**src/design/ofnd_pkg.sv**
```systemverilog
package ofnd_pkg;

	// Field kinds as sampled with a field's first word
	localparam logic [2:0] KIND_BYTE   = 3'd0;
	localparam logic [2:0] KIND_WORD   = 3'd1;
	localparam logic [2:0] KIND_LONG   = 3'd2;
	localparam logic [2:0] KIND_SELF   = 3'd3;
	localparam logic [2:0] KIND_SHORT  = 3'd4;
	localparam logic [2:0] KIND_EXT    = 3'd5;
	localparam logic [2:0] KIND_SIZED  = 3'd6;
	localparam logic [2:0] KIND_UNUSED = 3'd7;

	// Extended number prefixes
	localparam logic [7:0] PFX_WORD = 8'h81;
	localparam logic [7:0] PFX_PAIR = 8'h84;
	localparam logic [7:0] PFX_LONG = 8'h88;

	// Sized item length codes meaning four bytes and zero bytes
	localparam logic [1:0] LEN_FOUR = 2'd3;
	localparam logic [1:0] LEN_ZERO = 2'd0;

	// Decoder state carried between words
	typedef struct packed {
		logic [31:0] acc;
		logic [2:0]  taken;
		logic [2:0]  expected;
		logic [2:0]  kind;
		logic        busy;
		logic        fill;
	} ofnd_state_t;

	// Result of one word step
	typedef struct packed {
		logic        emit;
		logic [31:0] value;
		logic        consumed;
	} ofnd_result_t;

endpackage

```
**src/design/ofnd_step.sv**
```systemverilog
module ofnd_step
	import ofnd_pkg::*;
(
	input  logic [2:0]   op,
	input  logic [2:0]   size_code,
	input  logic [7:0]   data_byte,
	input  logic         low_byte_first,
	input  ofnd_state_t  cur,
	output ofnd_state_t  nxt,
	output ofnd_result_t res
);

	function automatic logic [15:0] pair_val(input logic [7:0] a, input logic [7:0] b,
			input logic lbf);
		pair_val = lbf ? {b, a} : {a, b};
	endfunction

	// Next state and result for one word
	always_comb begin
		ofnd_state_t st;
		logic        early;
		logic        hold;
		logic        done;
		logic [7:0]  b0, b1, b2, b3;
		logic [31:0] quad;
		logic [31:0] val;

		st    = cur;
		early = 1'b0;
		hold  = 1'b0;
		done  = 1'b0;
		val   = '0;
		res   = '0;

		// Field start: sample kind and set up length
		if (!cur.busy) begin
			st.kind  = (op == KIND_UNUSED) ? KIND_BYTE : op;
			st.acc   = '0;
			st.taken = '0;
			st.fill  = 1'b0;
			st.busy  = 1'b1;
			case (st.kind)
				KIND_WORD:  st.expected = 3'd2;
				KIND_LONG:  st.expected = 3'd4;
				KIND_SELF:  st.expected = 3'd4;
				KIND_SHORT: st.expected = data_byte[7] ? 3'd2 : 3'd1;
				KIND_EXT: begin
					hold = 1'b1;
					if (data_byte == PFX_WORD) begin
						st.expected = 3'd2;
					end else if (data_byte == PFX_PAIR) begin
						st.expected = 3'd4;
						st.fill     = 1'b1;
					end else if (data_byte == PFX_LONG) begin
						st.expected = 3'd4;
					end else begin
						early        = 1'b1;
						res.value    = {24'd0, data_byte};
						res.consumed = 1'b1;
					end
				end
				KIND_SIZED: begin
					if (size_code[1:0] == LEN_ZERO) begin
						early        = 1'b1;
						res.value    = {32{size_code[2]}};
						res.consumed = 1'b0;
					end
					st.expected = (size_code[1:0] == LEN_FOUR) ? 3'd4 : {1'b0, size_code[1:0]};
					st.fill     = (size_code[1:0] == LEN_FOUR) ? 1'b0 : size_code[2];
				end
				default: st.expected = 3'd1;
			endcase
		end

		// Shift the word into the accumulator
		if (!early && !hold) begin
			st.acc   = st.acc | ({24'd0, data_byte} << {st.taken[1:0], 3'b000});
			st.taken = st.taken + 3'd1;
		end

		b0   = st.acc[7:0];
		b1   = st.acc[15:8];
		b2   = st.acc[23:16];
		b3   = st.acc[31:24];
		quad = low_byte_first ? st.acc : {b0, b1, b2, b3};

		// Completion test
		if (st.kind == KIND_SELF) begin
			case (st.taken)
				3'd1:    done = !b0[7];
				3'd2:    done = !b0[6];
				3'd3:    done = !b0[5];
				default: done = 1'b1;
			endcase
		end else begin
			done = (st.taken >= st.expected);
		end

		// Value assembly
		case (st.kind)
			KIND_WORD: val = {16'd0, pair_val(b0, b1, low_byte_first)};
			KIND_LONG: val = quad;
			KIND_SELF: begin
				case (st.taken)
					3'd0, 3'd1: val = {24'd0, b0};
					3'd2:       val = {17'd0, b0[6:0], b1};
					3'd3:       val = {10'd0, b0[5:0], b1, b2};
					default:    val = {3'd0, b0[4:0], b1, b2, b3};
				endcase
			end
			KIND_SHORT: val = (st.taken <= 3'd1) ? {24'd0, b0} : {17'd0, b0[6:0], b1};
			KIND_EXT: begin
				if (st.expected == 3'd2)
					val = {16'd0, pair_val(b0, b1, low_byte_first)};
				else if (st.fill)
					val = {pair_val(b2, b3, low_byte_first), pair_val(b0, b1, low_byte_first)};
				else
					val = quad;
			end
			KIND_SIZED: begin
				if (st.expected == 3'd1)
					val = {{24{st.fill}}, b0};
				else if (st.expected == 3'd2)
					val = {{16{st.fill}}, pair_val(b0, b1, low_byte_first)};
				else
					val = quad;
			end
			default: val = {24'd0, b0};
		endcase

		if (early) begin
			res.emit = 1'b1;
			st.busy  = 1'b0;
		end else if (!hold && done) begin
			res.emit     = 1'b1;
			res.value    = val;
			res.consumed = 1'b1;
			st.busy      = 1'b0;
		end

		nxt = st;
	end

endmodule

```
**src/design/object_field_number_decoder_core.sv**
```systemverilog
// Object field number decoder. Takes one stream byte per word on the input
// channel and returns one 32-bit value per completed field. A result goes
// through the input register, then the decode step into the result register.
// The field decode between those two registers sets the rate: a word is taken
// every cycle at full rate, one word per clock, held off only while the result
// register waits. low_byte_first is to be written through cfg_wr_en /
// cfg_wr_data by the user only while idle; the block does not enforce it.
module object_field_number_decoder_core
	import ofnd_pkg::*;
(
	input  logic        clk,
	input  logic        arst_n,
	input  logic        cfg_wr_en,
	input  logic        cfg_wr_data,
	input  logic        in_valid,
	output logic        in_stall,
	input  logic [2:0]  op,
	input  logic [2:0]  size_code,
	input  logic [7:0]  data_byte,
	output logic        out_valid,
	input  logic        out_stall,
	output logic [31:0] value,
	output logic        consumed
);

	logic         lbf_q;
	logic         vld_s1;
	logic [2:0]   op_s1;
	logic [2:0]   code_s1;
	logic [7:0]   data_s1;
	ofnd_state_t  state_q;
	ofnd_state_t  state_nxt;
	ofnd_result_t step_res;
	logic         out_vld_q;
	logic [31:0]  value_q;
	logic         consumed_q;
	logic         adv_s1;
	logic         in_take;
	logic         out_take;

	// Handshake
	assign out_take = out_vld_q && !out_stall;
	assign adv_s1   = vld_s1 && (!out_vld_q || !out_stall);
	assign in_stall = vld_s1 && !adv_s1;
	assign in_take  = in_valid && !in_stall;

	// Configuration register
	always_ff @(posedge clk or negedge arst_n) begin
		if (!arst_n) begin
			lbf_q <= 1'b1;
		end else if (cfg_wr_en) begin
			lbf_q <= cfg_wr_data;
		end
	end

	// Input register
	always_ff @(posedge clk or negedge arst_n) begin
		if (!arst_n) begin
			vld_s1 <= 1'b0;
		end else if (in_take) begin
			vld_s1 <= 1'b1;
		end else if (adv_s1) begin
			vld_s1 <= 1'b0;
		end
	end

	always_ff @(posedge clk) begin
		if (in_take) begin
			op_s1   <= op;
			code_s1 <= size_code;
			data_s1 <= data_byte;
		end
	end

	// Decode step
	ofnd_step u_step (
		.op             (op_s1),
		.size_code      (code_s1),
		.data_byte      (data_s1),
		.low_byte_first (lbf_q),
		.cur            (state_q),
		.nxt            (state_nxt),
		.res            (step_res)
	);

	// Field state
	always_ff @(posedge clk or negedge arst_n) begin
		if (!arst_n) begin
			state_q <= '0;
		end else if (adv_s1) begin
			state_q <= state_nxt;
		end
	end

	// Result register
	always_ff @(posedge clk or negedge arst_n) begin
		if (!arst_n) begin
			out_vld_q <= 1'b0;
		end else if (adv_s1 && step_res.emit) begin
			out_vld_q <= 1'b1;
		end else if (out_take) begin
			out_vld_q <= 1'b0;
		end
	end

	always_ff @(posedge clk) begin
		if (adv_s1 && step_res.emit) begin
			value_q    <= step_res.value;
			consumed_q <= step_res.consumed;
		end
	end

	assign out_valid = out_vld_q;
	assign value     = value_q;
	assign consumed  = consumed_q;

	// Checks
	a_taken_range: assert property (@(posedge clk) disable iff (!arst_n)
		state_q.busy |-> state_q.taken <= 3'd4)
		else $error("field byte count out of range");

	a_emit_idle: assert property (@(posedge clk) disable iff (!arst_n)
		adv_s1 && step_res.emit |=> !state_q.busy)
		else $error("field still busy after result");

	a_zero_len: assert property (@(posedge clk) disable iff (!arst_n)
		out_vld_q && !consumed_q |-> value_q == 32'd0 || value_q == 32'hFFFF_FFFF)
		else $error("unconsumed word gave a non-fill value");

	a_s1_hold: assert property (@(posedge clk) disable iff (!arst_n)
		vld_s1 && !adv_s1 |=> vld_s1 && $stable(data_s1))
		else $error("held input word lost");

endmodule

```
**config.mk**
```make
export PLATFORM = sky130hd
export DESIGN_NAME = object_field_number_decoder_core
export DESIGN_NICKNAME = d
export VERILOG_FILES = /design/src/design/ofnd_pkg.sv /design/src/design/ofnd_step.sv /design/src/design/object_field_number_decoder_core.sv
export SDC_FILE = /design/constraint.sdc
export NUM_CORES = 1
export LEC_CHECK = 0
export BUFFER_PORTS_ARGS = -buffer_cell sky130_fd_sc_hd__buf_2
export CAP_MARGIN = 20
export CORE_ASPECT_RATIO = 1.1
export CORE_UTILIZATION = 40
export CTS_BUF_LIST = sky130_fd_sc_hd__clkbuf_4 sky130_fd_sc_hd__clkbuf_8
export DETAILED_ROUTE_END_ITERATION = 8
export PLACE_DENSITY = 0.66
export SLEW_MARGIN = 10
export SYNTH_ARGS = -nofsm -noshare
export SYNTH_HDL_FRONTEND = slang
export SYNTH_SLANG_ARGS = --single-unit
```
**constraint.sdc**
```tcl
create_clock -name clk -period 9.8 [get_ports clk]
set_input_delay 0.49 -clock clk [delete_from_list [all_inputs] [get_ports clk]]
set_output_delay 0.49 -clock clk [all_outputs]
set_load 0.01 [all_outputs]
```
==> results of run 1 <==
[where the power goes]
| group | switching, W | leakage [nW] | internal [W] |
|---|---|---|---|
| combinational | 0.00137 | 1.79 | 0.000626 |
| clock | 0.000153 | 0.123 | 0.000171 |
| sequential | 0.000117 | 1.05 | 0.000631 |
[cell usage after synthesis (4+ instances only)]
library cell / instances / share of area
o22ai_1: 19 / 0.016
nor2_1: 69 / 0.035
a211o_1: 4 / 0.0047
o21ai_0: 98 / 0.066
nor4_1: 4 / 0.0034
o21a_1: 15 / 0.015
o21ai_1: 19 / 0.013
o31ai_1: 5 / 0.0051
buf_6: 4 / 0.0061
o31a_1: 5 / 0.0059
nor2b_1: 7 / 0.0059
mux2i_1: 8 / 0.011
a211oi_1: 25 / 0.025
a21o_1: 13 / 0.013
a31oi_1: 20 / 0.017
nand2_1: 118 / 0.060
a22oi_1: 9 / 0.0091
a31o_2: 6 / 0.0071
clkbuf_1: 40 / 0.020
a221oi_1: 10 / 0.012
nand2b_1: 8 / 0.0067
nand3_1: 12 / 0.0081
inv_1: 12 / 0.0061
ha_1: 4 / 0.0067
and2_1: 13 / 0.011
buf_4: 5 / 0.0051
edfxtp_1: 47 / 0.19
buf_1: 4 / 0.0020
a22o_1: 8 / 0.0094
o211ai_1: 15 / 0.015
a21oi_1: 64 / 0.043
and3_1: 10 / 0.0084
dfrtp_1: 45 / 0.15
nor3_1: 11 / 0.0074
or2_2: 7 / 0.0059
o221ai_1: 22 / 0.026
a2111oi_0: 4 / 0.0047
a311oi_1: 4 / 0.0047
buf_2: 21 / 0.014
[routing by layer]
metal,up-vias,global-route usage,wire length [um]
li1,3463,-,-
met1,3595,0.3984,11350
met4,0,0.1383,1306
met3,111,0.05956,2998
met5,-,0,0
met2,580,0.4216,11500
[cell families (layout without fill, tap and decap cells)]
| family | count (synthesis) | in the layout | share of synthesized area |
|---|---|---|---|
| buffers and inverters | 89 | 99 | 0.05618 |
| DFF | 93 | 93 | 0.3457 |
| and+or+nand+nor | 286 | 286 | 0.1875 |
| xor gates and xnor gates | 4 | 4 | 0.009786 |
| adders and majority gates | 4 | 4 | 0.006749 |
| AOI/OAI and AO/OA | 412 | 412 | 0.3788 |
| muxes | 11 | 11 | 0.01535 |
[layout by cell type, fill, tap and decap left out, types with 4 or more instances in the layout]
master	synthesis	final
a2111oi_0	4	4
a211o_1	4	4
a211oi_1	25	25
a21o_1	13	13
a21oi_1	64	64
a221oi_1	10	10
a22o_1	8	8
a22oi_1	9	9
a311oi_1	4	4
a31o_2	6	6
a31oi_1	20	19
and2_1	13	13
and3_1	10	10
buf_2	21	54
buf_4	5	13
clkbuf_8	0	9
dfrtp_1	45	44
edfxtp_1	47	47
ha_1	4	4
inv_1	12	12
mux2i_1	8	8
nand2_1	118	117
nand2b_1	8	8
nand3_1	12	12
nor2_1	69	69
nor2b_1	7	7
nor3_1	11	11
nor4_1	4	4
o211ai_1	15	15
o21a_1	15	15
o21ai_0	98	98
o21ai_1	19	19
o221ai_1	22	22
o22ai_1	19	19
o31a_1	5	5
o31ai_1	5	5
or2_2	7	7
[state kept, by name (all words and copies together) (netlist names)]
name       count
value         32
data_s1        8
lbf_q          1
state_q       43
consumed       1
out_valid      1
op_s1          3
code_s1        3
vld_s1         1
[stage by stage]
| stage | utilization | std cells |
|---|---|---|
| finish | 0.4461 | 1147 |
| global route | 0.4461 | 1147 |
| CTS | 0.4457 | 1146 |
| detailed placement | 0.4319 | 1130 |
| global placement | 0.4319 | 1130 |
| floorplan | - | 899 |
[final cells by class]
cell class	count	area [um2]
clock buffer	9	123.9
fill	1795	9932
timing repair buffer	68	375.4
tap	238	297.8
clock inverter	7	122.6
inverter	15	63.81
multi-input combinational	717	4451
sequential	93	2565
[final timing paths]
path / from / endpoint / slack [ps]
max: state_q[1] / value[1] / 5190
max reg2reg: state_q[1] / value[1] / 5190
min in group clk: cfg_wr_en / lbf_q / 230
min: arst_n / state_q[3] / 170
max in group asynchronous: arst_n / state_q[1] / 9150
min reg2reg: state_q[41] / state_q[41] / 480
==> results.sh, run 1 <==
export IMPL_antenna_found_initial=0
export IMPL_cp_depth=14
export IMPL_dieArea_mm2=0.01909
export IMPL_cts_num_sinks=93
export IMPL_cts_tree="yes"
export IMPL_skew_ps=19.36
export IMPL_fin_nets=928
export IMPL_powerDensity_mw_per_mm2=383.8
export IMPL_drc_errors=0
export IMPL_slowest_delay_ps=590
export IMPL_yosysWarnings=0
export IMPL_setup_tns_ps=0
export IMPL_critPathLaunchType="register"
export IMPL_wl_per_cell_um=23.67
export IMPL_core_area_mm2=0.01793
export IMPL_routed_wl_mm=27.15
export IMPL_rsz0062_at_grt="no"
export IMPL_cts_max_path_buffers=2
export IMPL_hold_viol_final=0
export IMPL_endpoint_kind="register"
export IMPL_vdd_drop_max_v=0.0001890
export IMPL_ctsHtreeMaxLevel=3
export IMPL_dp_hpwl_mm=19.00
export IMPL_syn_area_mm2=0.007416
export IMPL_period_minus_slack_ps=4607
export IMPL_grt_first_pass_wirelength_mm=41.44
export IMPL_initial_core_util=0.4136
export IMPL_synth_seq_cells=93
export IMPL_ys_seq_area_frac=0.3457
export IMPL_power_leakage_nw=2.964
export IMPL_grt_overflow_total=0
export IMPL_drtPass1Iterations=7
export IMPL_grt_max_degree=101
export IMPL_pin_count=55
export IMPL_setup_violations=0
export IMPL_worst_pin_slew_ps=1318
export IMPL_gp_congestion=0.9822
export IMPL_cts_setup_buffers=0
export IMPL_grtUsageTotal=0.2861
export IMPL_crit_type="register to register"
export IMPL_placed_area_mm2=0.007745
export IMPL_syn_avg_cell_area_um2=8.249
export IMPL_crit_path_cell_trace="buf_4, nor4bb_2, buf_4, a21oi_1, nand2_1, inv_1, ha_1, a21oi_1, and3_4, nor4_4, and2_1, o211ai_1, a41o_1, o41a_1"
export IMPL_fp_row_count=51
export IMPL_numCtsBuffers=9
export IMPL_fmax_ghz=0.2171
export IMPL_ys_async_sr_fraction=0.4946
export IMPL_num_vias=7749
export IMPL_area_delta_synth_final_pct=7.862
export IMPL_initialDrtViolationCount=1379
export IMPL_grt_pass1_vias=6750
export IMPL_vias_per_cell=6.756
export IMPL_slowest_stage="buf_4"
export IMPL_path_delay_family="simple AND/OR/NAND/NOR gates"
export IMPL_cts_clk_slew_worst_paths_ps=110
export IMPL_diodes=0
export IMPL_whs_ps=170.4
export IMPL_slew_viol_final=0
export IMPL_pre_cts_ws_ps=5297
export IMPL_fin_area_mm2=0.007999
export IMPL_period_share=0.4701
export IMPL_cts_root_buf="clkbuf_8"
export IMPL_maxSlewHeadroom=0.1120
export IMPL_status="complete, no violations"
export IMPL_critPathBufInv=3
export IMPL_synth_nets=923
export IMPL_ff2ff_path_depth=14
export IMPL_drv_cap=0
export IMPL_port_buffers=54
export IMPL_fin_ws_ps=5193
export IMPL_worstPathArrival_ps=4760
export IMPL_die_w_um=131.8
export IMPL_yosys_most_used_dff="edfxtp_1"
export IMPL_insertion_delay_ps=400
export IMPL_syn_inst=899
export IMPL_p_total_w=0.003070
export IMPL_layout_drive_gt1_share=0.1551
export IMPL_postRouteAntennaNets=0
export IMPL_die_y_um=144.8
export IMPL_holdBufCountCts=0
export IMPL_synth_distinct_cells=101
export IMPL_synth_edf_count=47
export IMPL_worstPathMaxFanout=68
export IMPL_hp_class="input port to asynchronous set/reset pin"
export IMPL_post_cts_resized=0
export IMPL_required_ps=9950
Power figures use the tool's default switching activity.
==> run 2: changes to the inputs <==
clock period = 4.6 ns   (was 9.8 ns; I/O delays follow)
==> results.sh, run 2 (synthesis results as in run 1) <==
export IMPL_status="complete, no violations"
export IMPL_dp_hpwl_mm=19.42
export IMPL_antenna_found_initial=0
export IMPL_cts_num_sinks=93
export IMPL_drv_cap=0
export IMPL_hold_viol_final=0
export IMPL_cts_setup_buffers=0
export IMPL_routed_wl_mm=27.56
export IMPL_power_leakage_nw=3.064
export IMPL_layout_drive_gt1_share=0.1670
export IMPL_stdcell_count=1172
export IMPL_rsz0062_at_grt="no"
export IMPL_fmax_ghz=0.2369
export IMPL_critPathLaunch="data_s1[2]"
export IMPL_layout_commonest_cell="nand2_1"
export IMPL_nFillCells=1744
export IMPL_critPathLaunchType="register"
export IMPL_num_vias=7838
export IMPL_insertion_delay_ps=400
export IMPL_post_route_util=0.4560
export IMPL_grtUsageTotal=0.2924
export IMPL_ctsHtreeMaxLevel=3
export IMPL_vias_per_cell=6.688
export IMPL_required_ps=4740
export IMPL_grt_overflow_total=0
export IMPL_gp_congestion=0.9930
export IMPL_area_delta_synth_final_pct=10.26
export IMPL_ff2ff_path_depth=14
export IMPL_largest_reg_flops=43
export IMPL_period_minus_slack_ps=4220
export IMPL_drtPass1Iterations=6
export IMPL_worstPathMaxFanout=14
export IMPL_powerDensity_mw_per_mm2=804.0
export IMPL_die_y_um=144.8
export IMPL_grt_pass1_vias=7008
export IMPL_worstPathArrival_ps=4370
export IMPL_core_area_mm2=0.01793
export IMPL_dp_cells=1146
export IMPL_hp_class="input port to register"
export IMPL_initialDrtViolationCount=1134
export IMPL_die_w_um=131.8
export IMPL_p_total_w=0.006574
export IMPL_cts_root_buf="clkbuf_8"
export IMPL_skew_ps=14.08
export IMPL_setup_tns_ps=0
export IMPL_cts_clk_slew_worst_paths_ps=100
export IMPL_worst_pin_slew_ps=1146
export IMPL_grt_first_pass_wirelength_mm=42.08
export IMPL_period_share=0.9175
export IMPL_cts_tree="yes"
export IMPL_vdd_drop_max_v=0.0004739
export IMPL_whs_ps=22.20
export IMPL_fin_nets=953
export IMPL_setup_violations=0
export IMPL_diodes=0
export IMPL_r2r_start="data_s1[2]"
export IMPL_endpoint_kind="register"
export IMPL_dieArea_mm2=0.01909
export IMPL_cp_endpoint="value[1]"
export IMPL_initial_core_util=0.4136
export IMPL_pin_count=55
export IMPL_grt_max_degree=82
export IMPL_r2r_end="value[1]"
export IMPL_port_buffers=54
export IMPL_wl_per_cell_um=23.52
export IMPL_cts_max_path_buffers=2
export IMPL_postRouteAntennaNets=0
export IMPL_layout_common_cells="nand2_1, o21ai_0, nor2_1"
export IMPL_numCtsBuffers=9
export IMPL_crit_type="register to register"
export IMPL_maxSlewHeadroom=0.2281
export IMPL_drc_errors=0
export IMPL_fp_row_count=51
export IMPL_slew_viol_final=0
export IMPL_top_register="state_q"
export IMPL_worst_r2r_setup_slack_ps=380
-- run 2: cell types whose count changed in the layout (fill, tap and decap cells not counted), moves of 2 or more --
cell           before  now
buf_4              13   29
bufinv_16           3    1
clkinv_2            0    2
clkinv_4            2    0
dlygate4sd3_1       0   10
-- run 2: through the flow --
| step | worst slack [ps] | area (um2) |
|---|---|---|
| floorplan | 113.5 | 7417 |
| global placement | 541.8 | 7878 |
| detailed placement | 447.0 | 7878 |
| CTS | 440.4 | 8154 |
| global route | 144.8 | 8177 |
| finish | 379.5 | 8177 |
-- run 2: metal layers --
metal  part of all wire  track usage  vias up
met5                  0            0        -
met4              0.053       0.1763        0
met3               0.12      0.07524      112
met2               0.42       0.4275      562
met1               0.41       0.3881     3647
li1                   -            -     3517
-- run 2: layout make-up --
type                    instances  area, um2  area share
clock inverters                 6      58.81    0.007192
multi-input cells             717       4451      0.5443
inverters                      15      63.81    0.007804
well taps                     238      297.8     0.03642
repair buffers                 93      603.1     0.07376
clock buffers                  10      137.6     0.01683
flip-flops and latches         93       2565      0.3137
-- run 2: power by group --
part	switching, W	internal [W]
clock	0.000329	0.000265
combinational	0.00296	0.00143
sequential	0.000250	0.00134
-- run 2: critical path, cell delays in order (launching register included) --
cell       delay [ps]
edfxtp_1          580
xnor2_1           250
o22a_1            250
o2111ai_2         230
and2_2            410
inv_2             230
ha_1              320
nand2b_1          100
nand3_1            80
and3_4            190
nor4_4            220
and2_1            370
o211ai_1          140
a41o_1            230
o41a_1            370
-- run 2: what timing repair did --
item	4_1_cts	5_1_grt
endpoints found under the hold margin	8	46
hold buffers	8	2
resized for setup	0	0
-- run 2: how the worst min path moves through the flow --
stage	from	to	cells after the start
floorplan	arst_n	out_valid	0
global placement	cfg_wr_en	lbf_q	2
detailed placement	cfg_wr_en	lbf_q	2
CTS	op[1]	op_s1[1]	1
global route	data_byte[3]	data_s1[3]	1
finish	in_valid	vld_s1	2
